## src/hdl/sdr_pkg.sv

```systemverilog
package sdr_pkg;

    localparam int DATA_WIDTH = 32;
    localparam int FIFO_DEPTH = 4;
    localparam int FIFO_AW    = $clog2(FIFO_DEPTH);

    // Stream payload widths, padded to whole bytes
    localparam int IN_TDATA_W  = ((2 * DATA_WIDTH + 7) / 8) * 8;
    localparam int OUT_TDATA_W = ((2 * DATA_WIDTH + 7) / 8) * 8;

    typedef logic [DATA_WIDTH-1:0] t_word;

    // One classified operand pair, as handed from the front end to the divider
    typedef struct packed {
        t_word mag_a;     // dividend magnitude
        t_word mag_b;     // divisor magnitude
        logic  neg_q;     // negate the quotient
        logic  neg_r;     // negate the remainder
        logic  div_zero;  // divisor was zero
    } t_op;

endpackage

```

## src/hdl/sdr_front.sv

```systemverilog
module sdr_front (
    input  logic          i_clk,
    input  logic          i_rst_n,
    input  logic          i_valid,
    output logic          o_ready,
    input  sdr_pkg::t_word i_dividend,
    input  sdr_pkg::t_word i_divisor,
    output logic          o_valid,
    input  logic          i_ready,
    output sdr_pkg::t_op  o_op
);

    logic         r_valid;
    sdr_pkg::t_op r_op;
    sdr_pkg::t_op n_op;
    logic         w_neg_a;
    logic         w_neg_b;

    assign w_neg_a = i_dividend[sdr_pkg::DATA_WIDTH-1];
    assign w_neg_b = i_divisor[sdr_pkg::DATA_WIDTH-1];

    // Take magnitudes as unsigned words; the most negative value maps onto itself
    always_comb begin
        n_op.mag_a    = w_neg_a ? (~i_dividend + 1'b1) : i_dividend;
        n_op.mag_b    = w_neg_b ? (~i_divisor + 1'b1) : i_divisor;
        n_op.neg_q    = w_neg_a ^ w_neg_b;
        n_op.neg_r    = w_neg_a;
        n_op.div_zero = (i_divisor == '0);
    end

    assign o_ready = !r_valid || i_ready;
    assign o_valid = r_valid;
    assign o_op    = r_op;

    always_ff @(posedge i_clk) begin
        if (!i_rst_n) begin
            r_valid <= 1'b0;
        end else if (i_valid && o_ready) begin
            r_valid <= 1'b1;
        end else if (i_ready) begin
            r_valid <= 1'b0;
        end
    end

    always_ff @(posedge i_clk) begin
        if (i_valid && o_ready) begin
            r_op <= n_op;
        end
    end

endmodule

```

## config.mk

```make
export PLATFORM = sky130hd
export DESIGN_NAME = sdr_front
export DESIGN_NICKNAME = d
export VERILOG_FILES = /design/src/hdl/sdr_pkg.sv /design/src/hdl/sdr_front.sv
export SDC_FILE = /design/constraint.sdc
export NUM_CORES = 1
export LEC_CHECK = 0
export BUFFER_PORTS_ARGS = -buffer_cell sky130_fd_sc_hd__buf_2
export CORE_AREA = 3 3 88 90
export CTS_BUF_LIST = sky130_fd_sc_hd__clkbuf_8
export DETAILED_ROUTE_END_ITERATION = 12
export DIE_AREA = 0 0 91 93
export GPL_TIMING_DRIVEN = 0
export PLACE_DENSITY_LB_ADDON = 0.08
export SYNTH_ARGS = -nofsm -noshare
export SYNTH_HDL_FRONTEND = slang
export SYNTH_SLANG_ARGS = --single-unit
```

## constraint.sdc

```tcl
create_clock -name i_clk -period 2.8 [get_ports i_clk]
set_input_delay 0.28 -clock i_clk [delete_from_list [all_inputs] [get_ports i_clk]]
set_output_delay 0.28 -clock i_clk [all_outputs]
set_load 0.01 [all_outputs]
```

==> run_results.csv <==
group,metric,value,unit
sta,worstMarginPinSlew,0.884,ns
logic_synthesis,post-synth-top-area-fraction,57.1,%
clock_network,clk_transition_reported_paths,0.07,ns
pwr,clock_power_share,28.2,%
pwr,combPwrFrac,17.3,%
pwr,max-vdd-ir-drop,313,uV
logic_synthesis,synth.most_common_cell,"sky130_fd_sc_hd__edfxtp_1",
global_route,grt_max_degree,68,
logic_synthesis,synthesized_area_fraction_occupied_by_adder_cells,1.42,%
logic_synthesis,synth_top_family_by_area,"XOR/XNOR gates",
worst_hold_path,worstHoldPathType,"in -> reg",
logic_synthesis,yosys-mux-area-fraction,0,%
logic_synthesis,synth_common_cells,"67 x sky130_fd_sc_hd__edfxtp_1, 45 x sky130_fd_sc_hd__xnor2_1, 15 x sky130_fd_sc_hd__o21ai_0, 14 x sky130_fd_sc_hd__o31ai_1, 14 x sky130_fd_sc_hd__xor2_1",
worst_hold_path,hold_start,"i_dividend[0]",
floorplanning,core_area,0.00714,mm^2
logic_synthesis,synth_async_sr_flop_share,0,%
floorplanning,io_pins,137,
place,globalplace.congestion,0.803,
sta,pins_over_their_slew_limit,0,
place,dp_cells,513,
logic_synthesis,synth_cells,279,
pwr,p_int,1690,uW
worst_setup_path,setup.worst_path.start_class,"input port",
floorplanning,initial_core_util,49.4,%
logic_synthesis,synth_compound_gate_area_share,10.2,%
logic_synthesis,synth_fp_nets,351,
final_layout,layout-drive-gt1-share,35.7,%
clock_network,worst_skew_pair.late_latency,0.33,ns
global_route,vias_in_the_first_global_route,2824,
routing,detailedRoute.firstIterationViolations,160,
global_route,grt.total_usage,20.5,%
sta,highest_clock_rate,486,MHz
worst_setup_path,worstReg2RegStart,"o_valid",
clock_network,post_cts_hold_buffer_count,0,
logic_synthesis,postSynthRegisterBits,68,
logic_synthesis,mappedNetlistArea,0.00352,mm^2
sta,fin_worst_skew,0.00494,ns
clock_network,numClockSinks,68,
pwr,power.density_cell_area,510,mW/mm^2
clock_network,root_buffer,"sky130_fd_sc_hd__clkbuf_8",
logic_synthesis,synth_area_in_xor_xnor,14.7,%
sta,slew-limit-headroom,41.0,%
clock_network,tritoncts_clock_tree,"built",
global_route,antenna_violations_before_repair,0,
global_route,grt_pass1_wl,13500,um
final_layout,num_antenna_cells,0,
floorplanning,floorplan.die.height,93,um
logic_synthesis,synth_simple_gate_area_share,14.3,%
worst_setup_path,critPathRequiredTime,2.88,ns
final_layout,final-instance-count-excl-fill,527,
floorplanning,design.die.area,0.00846,mm^2
global_route,grt_overflow_total,0,
routing,routed-via-count,2869,
worst_setup_path,setup.worst_path.start,"i_dividend[9]",
routing,detail_route.first_pass.iterations,4,
worst_setup_path,worst_r2r_endpoint,"o_op[62]",
routing,drt-wirelength-per-cell,16.3,um
clock_network,htree_levels,3,
logic_synthesis,number_of_warnings_printed_during_yosys_synthesis,0,
worst_hold_path,hold_depth,1,
clock_network,cts_setup_buffers,0,
clock_network,cts_inserted_buffers,9,
place,detailedPlacementHpwl,6380,um
worst_setup_path,critical_path_class,"in -> reg",
pwr,power.share.sequential,54.6,%
logic_synthesis,synth.yosys.seq_area_share,57.7,%
outcome,run_status,"finished, final reports clean",
worst_hold_path,endpoint_of_the_worst_hold_timing_path,"o_op[35]",
worst_setup_path,crit_arrival,2.13,ns
clock_network,cts-resized-gates,0,
pwr,power.share.switching,25.9,%
final_layout,area.growth.synth_to_final,26.9,%
logic_synthesis,synth_area_per_cell,12.6,um^2
logic_synthesis,synthTopCellsByArea,"sky130_fd_sc_hd__edfxtp_1 57%, sky130_fd_sc_hd__xnor2_1 11%, sky130_fd_sc_hd__xor2_1 3.5%",
sta,hold_violations,0,
logic_synthesis,postSynth.topFlopCell,"sky130_fd_sc_hd__edfxtp_1",
clock_network,clock_path_buffers,2,
sta,grt_setup_unrepaired,"false",
logic_synthesis,synth_enable_flop_cells,67,
floorplanning,floorplan.rows,31,
final_layout,final.fill_count,649,
routing,drt-vias-per-instance,5.44,
sta,sum_of_negative_setup_slack,0,ns
routing,final_antenna_net_count,0,
job,max_cap_viol_count,0,
sta,setup_viol,0,
sta,finalCriticalPeriod,2.06,ns
routing,drt-total-wl,8590,um
worst_setup_path,logic_depth_of_the_worst_register_to_register_path,2,
pwr,leakage,0.00168,uW
floorplanning,die_x,91,um
sta,min_period_over_period,73.5,%
place,io_buffer_count,135,
worst_setup_path,worstPathMaxFanout,9,
pwr,total_switching_power,589,uW
logic_synthesis,post-synth-top-area-cell,"sky130_fd_sc_hd__edfxtp_1",
logic_synthesis,ys_types,40,
routing,drc,0,
worst_setup_path,setup.reg_to_reg.worst_slack,1.23,ns
final_layout,layout.nets,497,
worst_setup_path,worstSetupEndpointType,"flop",
-- worst max path at each step --
| stage | end | slack (ns) | cells after the start |
|---|---|---|---|
| 2_1_floorplan | o_op[0] | 0.28 | 2 |
| 3_3_place_gp | o_op[65] | -0.30 | 3 |
| 3_5_place_dp | o_op[56] | 0.51 | 5 |
| 4_1_cts | o_op[56] | 0.87 | 5 |
| 5_1_grt | o_op[56] | 0.64 | 5 |
| 6_report | o_op[56] | 0.74 | 5 |
-- layout by cell type, fill, tap and decap left out, types with 4 or more instances in the layout --
cell type	netlist	routed
sky130_fd_sc_hd__xnor2_1	45	45
sky130_fd_sc_hd__ha_1	4	4
sky130_fd_sc_hd__edfxtp_1	67	67
sky130_fd_sc_hd__a21oi_1	4	4
sky130_fd_sc_hd__nor3_1	6	6
sky130_fd_sc_hd__nand2b_1	8	8
sky130_fd_sc_hd__nand2_1	13	13
sky130_fd_sc_hd__clkbuf_8	0	9
sky130_fd_sc_hd__nor4_1	9	9
sky130_fd_sc_hd__inv_1	7	8
sky130_fd_sc_hd__o21ai_0	15	15
sky130_fd_sc_hd__nor2_1	8	8
sky130_fd_sc_hd__a41oi_1	5	5
sky130_fd_sc_hd__xor2_1	14	14
sky130_fd_sc_hd__nand4_1	5	5
sky130_fd_sc_hd__or4_1	4	4
sky130_fd_sc_hd__buf_2	1	136
sky130_fd_sc_hd__clkbuf_1	8	8
sky130_fd_sc_hd__o31ai_1	14	14
sky130_fd_sc_hd__o41ai_1	9	9
-- power groups by stage --
stage                     sequential [uW]  combinational [uW]  clock [uW]
after floorplan                      1310                 155           0
after global placement               1270                 385           0
after detailed placement             1270                 394           0
after CTS                            1250                 396         660
after global routing                 1250                 431         705
final                                1240                 393         642
-- metal layers --
metal  GRT usage [%]  vias up  part of all wire (%)
li1                -     1373                     -
met1            26.7     1358                    43
met2            32.9      121                    46
met3            5.87       17                   8.5
met4            7.79        0                   2.2
met5               0        -                     0
-- stage by stage --
stage                     worst slack, ns  cell area (um^2)  util (%)  hold WS (ns)  power, uW
after floorplan                     0.278              3520         -         0.379       1470
after global placement             -0.297              4320      60.6         0.500       1650
after detailed placement            0.507              4320      60.6         0.509       1660
after CTS                           0.871              4470      62.6         0.155       2300
after global routing                0.645              4470      62.6         0.154       2390
final                               0.742              4470      62.6         0.172       2280
-- sequential cells by signal, summed over array words and instances, names as in the netlist --
signal   flops
o_valid      1
o_op        67
-- final cells by class --
| class | instances | area [um^2] | share of cell area, % |
|---|---|---|---|
| Multi-Input combinational cell | 195 | 1430 | 32.0 |
| Clock inverter | 5 | 22.5 | 0.504 |
| Timing Repair Buffer | 135 | 676 | 15.1 |
| Sequential cell | 68 | 2030 | 45.5 |
| Tap cell | 99 | 124 | 2.77 |
| Buffer | 9 | 35.0 | 0.784 |
| Inverter | 7 | 26.3 | 0.588 |
| Clock buffer | 9 | 124 | 2.77 |
-- worst max-delay path, cell delays in order --
cell and delay [ns]:
sky130_fd_sc_hd__buf_2 0.12, sky130_fd_sc_hd__nor4_1 0.56, sky130_fd_sc_hd__nand4_1 0.53, sky130_fd_sc_hd__o41ai_1 0.52, sky130_fd_sc_hd__xnor2_1 0.12
-- cells by family after synthesis --
kind of cell | count (synthesis)
flip-flops | 68
buffers and inverters | 16
XOR/XNOR | 59
AO/OA/AOI/OAI | 52
AND/OR/NAND/NOR | 80
adder cells (fa/ha/maj) | 4
(Power assumes the default switching activity.)
