[src/hdl/sdr_pkg.sv]
package sdr_pkg;

    localparam int DATA_WIDTH = 32;
    localparam int FIFO_DEPTH = 4;
    localparam int FIFO_AW    = $clog2(FIFO_DEPTH);

    // Stream payload widths, padded to whole bytes
    localparam int IN_TDATA_W  = ((2 * DATA_WIDTH + 7) / 8) * 8;
    localparam int OUT_TDATA_W = ((2 * DATA_WIDTH + 7) / 8) * 8;

    typedef logic [DATA_WIDTH-1:0] t_word;

    // One classified operand pair, as handed from the front end to the divider
    typedef struct packed {
        t_word mag_a;     // dividend magnitude
        t_word mag_b;     // divisor magnitude
        logic  neg_q;     // negate the quotient
        logic  neg_r;     // negate the remainder
        logic  div_zero;  // divisor was zero
    } t_op;

endpackage

[src/hdl/sdr_fifo.sv]
module sdr_fifo (
    input  logic         i_clk,
    input  logic         i_rst_n,
    input  logic         i_valid,
    output logic         o_ready,
    input  sdr_pkg::t_op i_op,
    output logic         o_valid,
    input  logic         i_pop,
    output sdr_pkg::t_op o_op
);

    localparam int AW = sdr_pkg::FIFO_AW;

    sdr_pkg::t_op r_mem [sdr_pkg::FIFO_DEPTH];
    logic [AW-1:0] r_wr_ptr;
    logic [AW-1:0] r_rd_ptr;
    logic [AW:0]   r_count;
    logic          w_push;
    logic          w_pop;

    assign o_ready = (r_count != (AW+1)'(sdr_pkg::FIFO_DEPTH));
    assign o_valid = (r_count != '0);
    assign o_op    = r_mem[r_rd_ptr];
    assign w_push  = i_valid && o_ready;
    assign w_pop   = i_pop && o_valid;

    always_ff @(posedge i_clk) begin
        if (!i_rst_n) begin
            r_wr_ptr <= '0;
            r_rd_ptr <= '0;
            r_count  <= '0;
        end else begin
            if (w_push) begin
                r_wr_ptr <= (r_wr_ptr == AW'(sdr_pkg::FIFO_DEPTH - 1)) ? '0 : r_wr_ptr + 1'b1;
            end
            if (w_pop) begin
                r_rd_ptr <= (r_rd_ptr == AW'(sdr_pkg::FIFO_DEPTH - 1)) ? '0 : r_rd_ptr + 1'b1;
            end
            r_count <= r_count + (AW+1)'(w_push) - (AW+1)'(w_pop);
        end
    end

    always_ff @(posedge i_clk) begin
        if (w_push) begin
            r_mem[r_wr_ptr] <= i_op;
        end
    end

endmodule

[config.mk]
export PLATFORM = sky130hd
export DESIGN_NAME = sdr_fifo
export DESIGN_NICKNAME = d
export VERILOG_FILES = /design/src/hdl/sdr_pkg.sv /design/src/hdl/sdr_fifo.sv
export SDC_FILE = /design/constraint.sdc
export NUM_CORES = 1
export LEC_CHECK = 0
export BUFFER_PORTS_ARGS = -buffer_cell sky130_fd_sc_hd__buf_2
export CORE_ASPECT_RATIO = 0.75
export CORE_MARGIN = 2
export CORE_UTILIZATION = 36
export CTS_CLUSTER_SIZE = 24
export DETAILED_ROUTE_END_ITERATION = 8
export SETUP_SLACK_MARGIN = 0.15
export SLEW_MARGIN = 0
export SYNTH_ARGS = -nofsm -noshare
export SYNTH_HDL_FRONTEND = slang
export SYNTH_SLANG_ARGS = --single-unit
[constraint.sdc]
create_clock -name i_clk -period 2.6 [get_ports i_clk]
set_clock_uncertainty 0.15 [all_clocks]
set_input_delay 0.39 -clock i_clk [delete_from_list [all_inputs] [get_ports i_clk]]
set_output_delay 0.39 -clock i_clk [all_outputs]
set_load 0.1 [all_outputs]
==> results.sh, run 1 <==
export IMPL_status="completed"
export IMPL_fmax_ghz=0.394
export IMPL_tightestPinTransition_ps=524
export IMPL_final_cells=1033
export IMPL_initial_core_util=0.365
export IMPL_die_area_mm2=0.0296
export IMPL_synth_cell_types=27
export IMPL_cts_tree="built"
export IMPL_finalHoldViolations=0
export IMPL_drt_pass1_iter_count=6
export IMPL_report_final_slew_viol_count=0
export IMPL_worstReg2RegEnd="r_count[2]"
export IMPL_crit_required_ps=2060
export IMPL_synthAdderAreaFrac=0.0106
export IMPL_path_cells="buf_4 -> clkbuf_16 -> mux4_2 -> buf_12"
export IMPL_synth_compound_area_share=0.00222
export IMPL_vdd_ir_drop_worst_v=0.000875
export IMPL_ys_seq_area_frac=0.810
export IMPL_whs_ps=64.1
export IMPL_multi_input_area_mm2=0.00184
export IMPL_htree_levels=1
export IMPL_crit_family="multiplexers"
export IMPL_power_density_mw_per_mm2=1210
export IMPL_syn_cell_area_mm2=0.0102
export IMPL_numCtsBuffers=28
export IMPL_cpPeakStageDelay_ps=540
export IMPL_fin_setup_tns_ps=0
export IMPL_r2r_cells=11
export IMPL_cts_root_buf="clkbuf_16"
export IMPL_r2r_setup_slack_ps=210
export IMPL_core_area_mm2=0.0279
export IMPL_yosys_area_share_simple=0.0115
export IMPL_grt_max_degree=39
export IMPL_grt_usage=0.146
export IMPL_first_global_vias=5464
export IMPL_min_path_type="input port to register"
export IMPL_period_needed_ps=2540
export IMPL_critPathCaptureType="primary output"
export IMPL_drt_iter0_drc=280
export IMPL_arrival_ps=2000
export IMPL_p_total_mw=17.1
export IMPL_antennaDiodeCount=0
export IMPL_synth_top_family_by_area="multiplexers"
export IMPL_vias_per_cell=4.84
export IMPL_nNetsFinal=734
export IMPL_antenna_found_initial=0
export IMPL_startpoint_type="register"
export IMPL_rows=53
export IMPL_cp_max_fo=5
export IMPL_cts_path_max_buffers=3
export IMPL_synth_cells=402
export IMPL_grt_pass1_wl_um=32000
export IMPL_worst_setup_path_type="register to primary output"
export IMPL_dp_cells=894
export IMPL_dpl_hpwl_um=11900
export IMPL_areaGrowthSynthToFinish_pct=39.0
export IMPL_maxCapViolations=0
export IMPL_rsz0062_at_grt="true"
export IMPL_io_buffers=139
export IMPL_final_seq_area_mm2=0.00824
export IMPL_clk_latency_ps=530
export IMPL_p_leak_nw=4.83
export IMPL_drive_gt1_frac=0.441
export IMPL_num_io_pins=140
export IMPL_muxShareOfSynthArea=0.150
export IMPL_crit_slowest_cell="mux4_2"
export IMPL_critPathCapture="o_op[27]"
export IMPL_wire_per_inst_um=20.8
export IMPL_clk_pin_slew_ps=60
export IMPL_wl_um=21500
export IMPL_vias=5000
export IMPL_synth_seq_cells=277
export IMPL_numClockSinks=277
export IMPL_path_buf_inv=3
export IMPL_die_y_um=149
export IMPL_crit_cells=4
export IMPL_drc=0
export IMPL_ys_warn_count=0
export IMPL_gr_total_overflow=0
export IMPL_rr_startpoint="r_count[0]"
export IMPL_synth_xor_area_share=0.00173
export IMPL_ant_nets=0
export IMPL_synth_net_count=481
export IMPL_avgSynthCellArea_um2=25.3
export IMPL_gp_congestion=0.688
export IMPL_nFillCells=2203
export IMPL_final_setup_viol_count=0
export IMPL_timing_final_crit_share=0.975
export IMPL_worst_slew_margin_rel=0.651
export IMPL_die_x_um=198
[cell usage in the layout (no fill, tap or decap), types with 5 or more instances in the layout]
cell and count:
clkbuf_1 8, ha_1 5, buf_4 13, buf_2 72, mux4_2 67, buf_6 35
clkbuf_16 31, buf_12 40, dlygate4sd3_1 68, nand2_1 5, edfxtp_1 268, buf_16 8
[cell usage after synthesis]
master    count  share of area
inv_1         6         0.0022
edfxtp_1    268           0.79
o31ai_1       1        0.00074
buf_4         3         0.0022
fa_1          1         0.0020
nand3_1       2        0.00099
and2_1        2         0.0012
mux2i_1       1        0.00099
or3b_1        1        0.00086
nand2_1       5         0.0018
o21ai_0       2        0.00099
mux4_2       67           0.15
nor2b_1       1        0.00062
nor2_1        2        0.00074
buf_6         5         0.0055
clkbuf_1      1        0.00037
clkbuf_2      1        0.00049
buf_1         3         0.0011
o21ai_1       1        0.00049
buf_2         4         0.0020
xnor2_1       2         0.0017
or3_2         1        0.00074
dfxtp_1       9          0.018
and2_4        1        0.00086
nand4_1       1        0.00062
and3_2        4         0.0030
ha_1          7         0.0086
[flip-flops by register name, indices dropped and copies added, names as in the netlist, named ones only]
register / count
r_wr_ptr: 2
r_mem: 268
r_count: 3
r_rd_ptr: 2
[metrics by stage]
step,utilization,worst slack [ps],cell area [µm²]
detailed placement,0.428,130,11900
finish,0.507,64.2,14100
floorplan,-,85.4,10200
global route,0.507,2.45,14100
CTS,0.503,15.0,14000
global placement,0.428,183,11900
[cell families after synthesis]
family                     after synthesis
DFF                                    277
muxes                                   68
buffers and inverters                   23
and+or+nand+nor                         20
adders and majority gates                8
AOI/OAI and AO/OA                        4
xor gates and xnor gates                 2
[routing by layer]
layer	wire, µm	vias to the layer above	GRT usage
met1	9240	2608	0.184
met2	10600	133	0.258
met3	1170	36	0.0329
met5	0	-	0
met4	449	0	0.0327
li1	-	2223	-
[report_power, final]
part	leakage, nW	total (mW)	internal, mW	switching (mW)
clock	0.453	4.01	2.40	1.61
combinational	1.85	7.49	2.63	4.86
sequential	2.53	5.55	5.42	0.138
[worst reg2reg max path, delay by kind of cell (launching register included)]
family                   cells  cell delay (ps)
adder cells (fa/ha/maj)      3              680
XOR/XNOR                     2              260
AND/OR/NAND/NOR              3              710
buffers and inverters        3              150
flip-flops                   1              340
[cell type report]
| type | instances | area share |
|---|---|---|
| Clock buffer | 39 | 0.0555 |
| Clock inverter | 12 | 0.0104 |
| Inverter | 6 | 0.00177 |
| Multi-Input combinational cell | 102 | 0.130 |
| Sequential cell | 277 | 0.584 |
| Tap cell | 357 | 0.0316 |
| Timing Repair Buffer | 240 | 0.187 |
[worst min-delay path by stage]
stage	depth (start not counted)	to	from	slack (ps)
finish	3	r_wr_ptr[0]	i_rst_n	60
global placement	2	r_wr_ptr[1]	r_wr_ptr[1]	330
detailed placement	2	r_wr_ptr[0]	r_wr_ptr[0]	360
global route	3	r_wr_ptr[0]	i_rst_n	60
floorplan	2	r_wr_ptr[1]	r_wr_ptr[1]	320
CTS	3	r_wr_ptr[0]	i_rst_n	40
[repair_timing]
| action | CTS | global route |
|---|---|---|
| buffers inserted | 6 | 6 |
| resized for setup | 84 | 3 |
| hold buffers | 68 | 0 |
| endpoints found under the setup margin | 68 | 68 |
| cloned | 6 | 2 |
| pin swaps | 2 | 3 |
| endpoints found under the hold margin | 269 | 0 |
Power figures use the tool's default switching activity.
==> run 2: changes to the inputs <==
--- a/config.mk
+++ b/config.mk
@@ -5,6 +5,7 @@
 export SDC_FILE = /design/constraint.sdc
 export NUM_CORES = 1
 export LEC_CHECK = 0
+export ABC_CLOCK_PERIOD_IN_PS = 2600
 export BUFFER_PORTS_ARGS = -buffer_cell sky130_fd_sc_hd__buf_2
 export CORE_ASPECT_RATIO = 0.75
 export CORE_MARGIN = 2
==> constraint.sdc (replaced) <==
create_clock -name i_clk -period 2.6 [get_ports i_clk]
set_clock_uncertainty 0.15 [all_clocks]
set_input_delay 0.39 -clock i_clk [delete_from_list [all_inputs] [get_ports i_clk]]
set_output_delay 0.39 -clock i_clk [all_outputs]
set_load 0.01 [all_outputs]
==> results.sh, run 2 (synthesized netlist as in run 1, its figures left out) <==
export IMPL_r2r_cells=11
export IMPL_drc=0
export IMPL_gp_congestion=0.721
export IMPL_final_cells=1025
export IMPL_drive_gt1_frac=0.435
export IMPL_dp_cells=887
export IMPL_worstHoldStart="i_rst_n"
export IMPL_placed_area_mm2=0.0113
export IMPL_report_final_slew_viol_count=0
export IMPL_worst_setup_path_type="register to primary output"
export IMPL_grt_max_degree=68
export IMPL_wire_per_inst_um=20.9
export IMPL_vias_per_cell=4.80
export IMPL_final_setup_viol_count=0
export IMPL_top_register="r_mem"
export IMPL_numCtsBuffers=27
export IMPL_fmax_ghz=0.399
export IMPL_cts_path_max_buffers=3
export IMPL_cp_max_fo=5
export IMPL_num_io_pins=140
export IMPL_initial_core_util=0.365
export IMPL_gr_total_overflow=0
export IMPL_worstReg2RegEnd="r_count[2]"
export IMPL_die_y_um=149
export IMPL_whs_path_depth=2
export IMPL_numClockSinks=277
export IMPL_largest_reg_flops=268
export IMPL_core_area_mm2=0.0279
export IMPL_timing_final_crit_share=0.964
export IMPL_fin_setup_tns_ps=0
export IMPL_antenna_found_initial=1
export IMPL_die_x_um=198
export IMPL_rows=53
export IMPL_arrival_ps=1970
export IMPL_layout_common_cells="edfxtp_1 (268), buf_2 (95), dlygate4sd3_1 (68)"
export IMPL_vdd_ir_drop_worst_v=0.000804
export IMPL_maxCapViolations=0
export IMPL_first_global_vias=5448
export IMPL_drt_iter0_drc=255
export IMPL_power_density_mw_per_mm2=958
export IMPL_die_area_mm2=0.0296
export IMPL_p_total_mw=13.0
export IMPL_top_regs="r_mem x268, r_count x3"
export IMPL_io_buffers=139
export IMPL_clk_latency_ps=540
export IMPL_critPathCaptureType="primary output"
export IMPL_htree_levels=1
export IMPL_wl_um=21400
export IMPL_period_needed_ps=2510
export IMPL_p_leak_nw=4.61
export IMPL_startpoint_type="register"
export IMPL_areaGrowthSynthToFinish_pct=33.7
export IMPL_drt_pass1_iter_count=6
export IMPL_status="completed"
export IMPL_final_area_mm2=0.0136
export IMPL_fin_util=0.487
export IMPL_cts_root_buf="clkbuf_16"
export IMPL_dpl_hpwl_um=10800
export IMPL_ant_nets=0
export IMPL_vias=4920
export IMPL_grt_pass1_wl_um=31300
export IMPL_final_common_cell="edfxtp_1"
export IMPL_min_path_type="input port to register"
export IMPL_rsz0062_at_grt="true"
export IMPL_nNetsFinal=726
export IMPL_holdPathEnd="r_count[1]"
export IMPL_worst_slew_margin_rel=0.254
export IMPL_tightestPinTransition_ps=1120
export IMPL_cts_tree="built"
export IMPL_rr_startpoint="r_count[0]"
export IMPL_crit_required_ps=2060
export IMPL_grt_usage=0.142
export IMPL_r2r_setup_slack_ps=220
export IMPL_clk_pin_slew_ps=60
export IMPL_finalHoldViolations=0
## run 2: final cells by class
type	count	area (µm²)
Fill cell	2267	14300
Sequential cell	277	8240
Timing Repair Buffer	233	2150
Multi-Input combinational cell	102	1850
Clock buffer	37	753
Tap cell	357	447
Clock inverter	12	111
Inverter	6	25.0
Antenna cell	1	2.50
## run 2: power breakdown
group | internal, mW | leakage, nW | switching (mW)
clock | 2.22 | 0.425 | 1.59
combinational | 2.02 | 1.66 | 1.62
sequential | 5.43 | 2.53 | 0.137
total | 9.67 | 4.61 | 3.35
## run 2: critical path, stage by stage (launching register included)
cell and delay, ps:
dfxtp_4 400, buf_12 150, clkbuf_16 170, mux4_2 530
buf_2 160
## run 2: metal layers
metal / vias to the layer above / global-route usage / wire, µm
met1: 2554 / 0.185 / 9650
met2: 126 / 0.238 / 10300
li1: 2207 / - / -
met4: 0 / 0.0368 / 413
met5: - / 0 / 0
met3: 33 / 0.0367 / 1110
## run 2: timing repair
item                                    CTS  global route
hold endpoints to repair                269             0
hold buffers                             68             0
endpoints found under the setup margin   68            68
pin swaps                                 4             2
cloned                                    6             4
resized for setup                        27            52
setup buffers                             7             3
## run 2: worst max path at each step
stage	slack, ps	end
floorplan	160	r_count[2]
global placement	220	r_count[2]
detailed placement	120	r_count[2]
CTS	30	o_op[24]
global route	20	o_op[15]
finish	90	o_op[15]
## run 2: per-stage QoR
stage	hold WS [ps]	setup slack (ps)
5_1_grt	35.5	22.0
4_1_cts	7.36	28.2
6_report	47.1	94.1
3_5_place_dp	353	117
3_3_place_gp	335	216
2_1_floorplan	318	165
==> run 3: changes to the inputs <==
==> constraint.sdc (replaced) <==
create_clock -name i_clk -period 2.6 [get_ports i_clk]
set_clock_uncertainty 0.15 [all_clocks]
set_input_delay 0.26 -clock i_clk [delete_from_list [all_inputs] [get_ports i_clk]]
set_output_delay 0.26 -clock i_clk [all_outputs]
set_load 0.01 [all_outputs]
==> results.sh, run 3 (synthesized netlist as in run 1, its figures left out) <==
export IMPL_status="completed"
export IMPL_drc=0
export IMPL_antennaDiodeCount=0
export IMPL_worst_setup_path_type="register to register"
export IMPL_crit_required_ps=2890
export IMPL_wire_per_inst_um=19.2
export IMPL_fin_setup_tns_ps=0
export IMPL_grt_pass1_wl_um=29800
export IMPL_largest_reg_flops=268
export IMPL_num_io_pins=140
export IMPL_setup_slack_ps=195
export IMPL_tightestPinTransition_ps=1140
export IMPL_p_sw_frac=0.256
export IMPL_vdd_ir_drop_worst_v=0.000600
export IMPL_numCtsBuffers=28
export IMPL_place_ws_ps=137
export IMPL_critPathCapture="r_count[2]"
export IMPL_die_area_mm2=0.0296
export IMPL_min_path_type="input port to register"
export IMPL_core_area_mm2=0.0279
export IMPL_rows=53
export IMPL_vias=4900
export IMPL_dp_cells=887
export IMPL_r2r_setup_slack_ps=190
export IMPL_fmax_ghz=0.416
export IMPL_p_clk_frac=0.325
export IMPL_final_setup_viol_count=0
export IMPL_rsz0062_at_grt="true"
export IMPL_maxCapViolations=0
export IMPL_worstReg2RegEnd="r_count[2]"
export IMPL_top_register="r_mem"
export IMPL_cp_max_fo=2
export IMPL_nNetsFinal=717
export IMPL_cts_tree="built"
export IMPL_p_total_mw=12.2
export IMPL_clk_pin_slew_ps=70
export IMPL_final_area_mm2=0.0130
export IMPL_p_leak_nw=4.41
export IMPL_p_switching_mw=3.11
export IMPL_report_final_slew_viol_count=0
export IMPL_crit_path_start="r_count[0]"
export IMPL_areaGrowthSynthToFinish_pct=28.1
export IMPL_cts_path_max_buffers=3
export IMPL_first_global_vias=5311
export IMPL_placed_area_mm2=0.0113
export IMPL_arrival_ps=2690
export IMPL_die_x_um=198
export IMPL_power_density_mw_per_mm2=936
export IMPL_gr_total_overflow=0
export IMPL_p_int_mw=9.06
export IMPL_cts_root_buf="clkbuf_16"
export IMPL_pwr_share_seq=0.457
export IMPL_worst_slew_margin_rel=0.239
export IMPL_initial_core_util=0.365
export IMPL_gp_congestion=0.712
export IMPL_top_regs="r_mem x268, r_count x3"
export IMPL_wl_um=19600
export IMPL_ant_nets=0
export IMPL_timing_final_crit_share=0.925
export IMPL_vias_per_cell=4.82
export IMPL_final_common_cell="edfxtp_1"
export IMPL_htree_levels=1
export IMPL_critPathCaptureType="register"
export IMPL_drive_gt1_frac=0.429
export IMPL_finalHoldViolations=0
export IMPL_layout_common_cells="edfxtp_1 (268), buf_2 (139), dlygate4sd3_1 (71)"
export IMPL_rr_startpoint="r_count[0]"
export IMPL_antenna_found_initial=0
export IMPL_combPwrFrac=0.218
export IMPL_numClockSinks=277
export IMPL_io_buffers=139
export IMPL_nFillCells=2326
export IMPL_drt_iter0_drc=272
export IMPL_period_needed_ps=2410
export IMPL_dpl_hpwl_um=10800
export IMPL_clk_latency_ps=550
export IMPL_r2r_cells=11
export IMPL_startpoint_type="register"
export IMPL_grt_usage=0.133
export IMPL_grt_max_degree=68
export IMPL_die_y_um=149
export IMPL_drt_pass1_iter_count=5
export IMPL_final_cells=1017
-- run 3: changes by cell type in the layout (fill, tap and decap cells not counted), moves of 2 or more --
cell,delta
buf_12,-2
buf_16,-8
buf_2,+44
buf_4,+2
buf_6,-45
clkbuf_1,-4
clkbuf_16,-2
clkbuf_8,-4
clkinv_2,+6
dlygate4sd3_1,+3
-- run 3: final cells by class --
| cell class | instances | area [µm²] | area share |
|---|---|---|---|
| flip-flops and latches | 277 | 8240 | 0.634 |
| repair buffers | 223 | 1550 | 0.119 |
| clock inverters | 21 | 183 | 0.0140 |
| multi-input cells | 102 | 1830 | 0.141 |
| well taps | 357 | 447 | 0.0343 |
| clock buffers | 31 | 733 | 0.0564 |
| inverters | 6 | 25.0 | 0.00192 |
-- run 3: through the flow --
step	utilization	hold slack, ps
floorplan	-	209
global placement	0.405	319
CTS	0.466	286
global route	0.467	305
finish	0.467	320
detailed placement	0.405	327
-- run 3: power groups by stage --
stage	Clock, mW	Combinational [mW]	Sequential, mW
after floorplan	0	1.65	5.59
after global placement	0	2.47	5.63
after detailed placement	0	2.52	5.67
after CTS	4.07	2.68	5.57
after global routing	4.24	2.89	5.61
final	3.96	2.65	5.56
-- run 3: how the worst min path moves through the flow --
stage                         to  startpoint  cells past startpoint
floorplan            r_mem[0][0]     i_op[0]                      0
CTS                 r_mem[2][19]    i_op[19]                      2
finish               r_mem[3][0]     i_op[0]                      2
detailed placement   r_mem[2][6]     i_op[6]                      1
global placement    r_mem[0][15]    i_op[15]                      1
global route         r_mem[2][6]     i_op[6]                      2
-- run 3: per-layer routing --
layer,track usage,part of all wire,vias to the layer above
met5,0,0,-
met4,0.0342,0.021,0
met3,0.0361,0.057,36
met2,0.223,0.49,138
met1,0.172,0.43,2541
li1,-,-,2185
-- run 3: timing repair --
action	CTS	global route
endpoints found under the setup margin	1	124
gates resized for setup	5	8
buffers inserted	5	2
gates cloned	0	0
endpoints found under the hold margin	277	0
pin swaps	7	5
hold buffers	71	0
-- run 3: worst max-delay path: stages, from the launching register on --
cell,delay [ps]
dfxtp_4,350
or3b_4,390
and2_4,160
inv_4,60
ha_4,200
inv_2,40
ha_2,160
inv_2,40
fa_2,350
xnor2_2,150
xnor2_1,120
and2_1,140
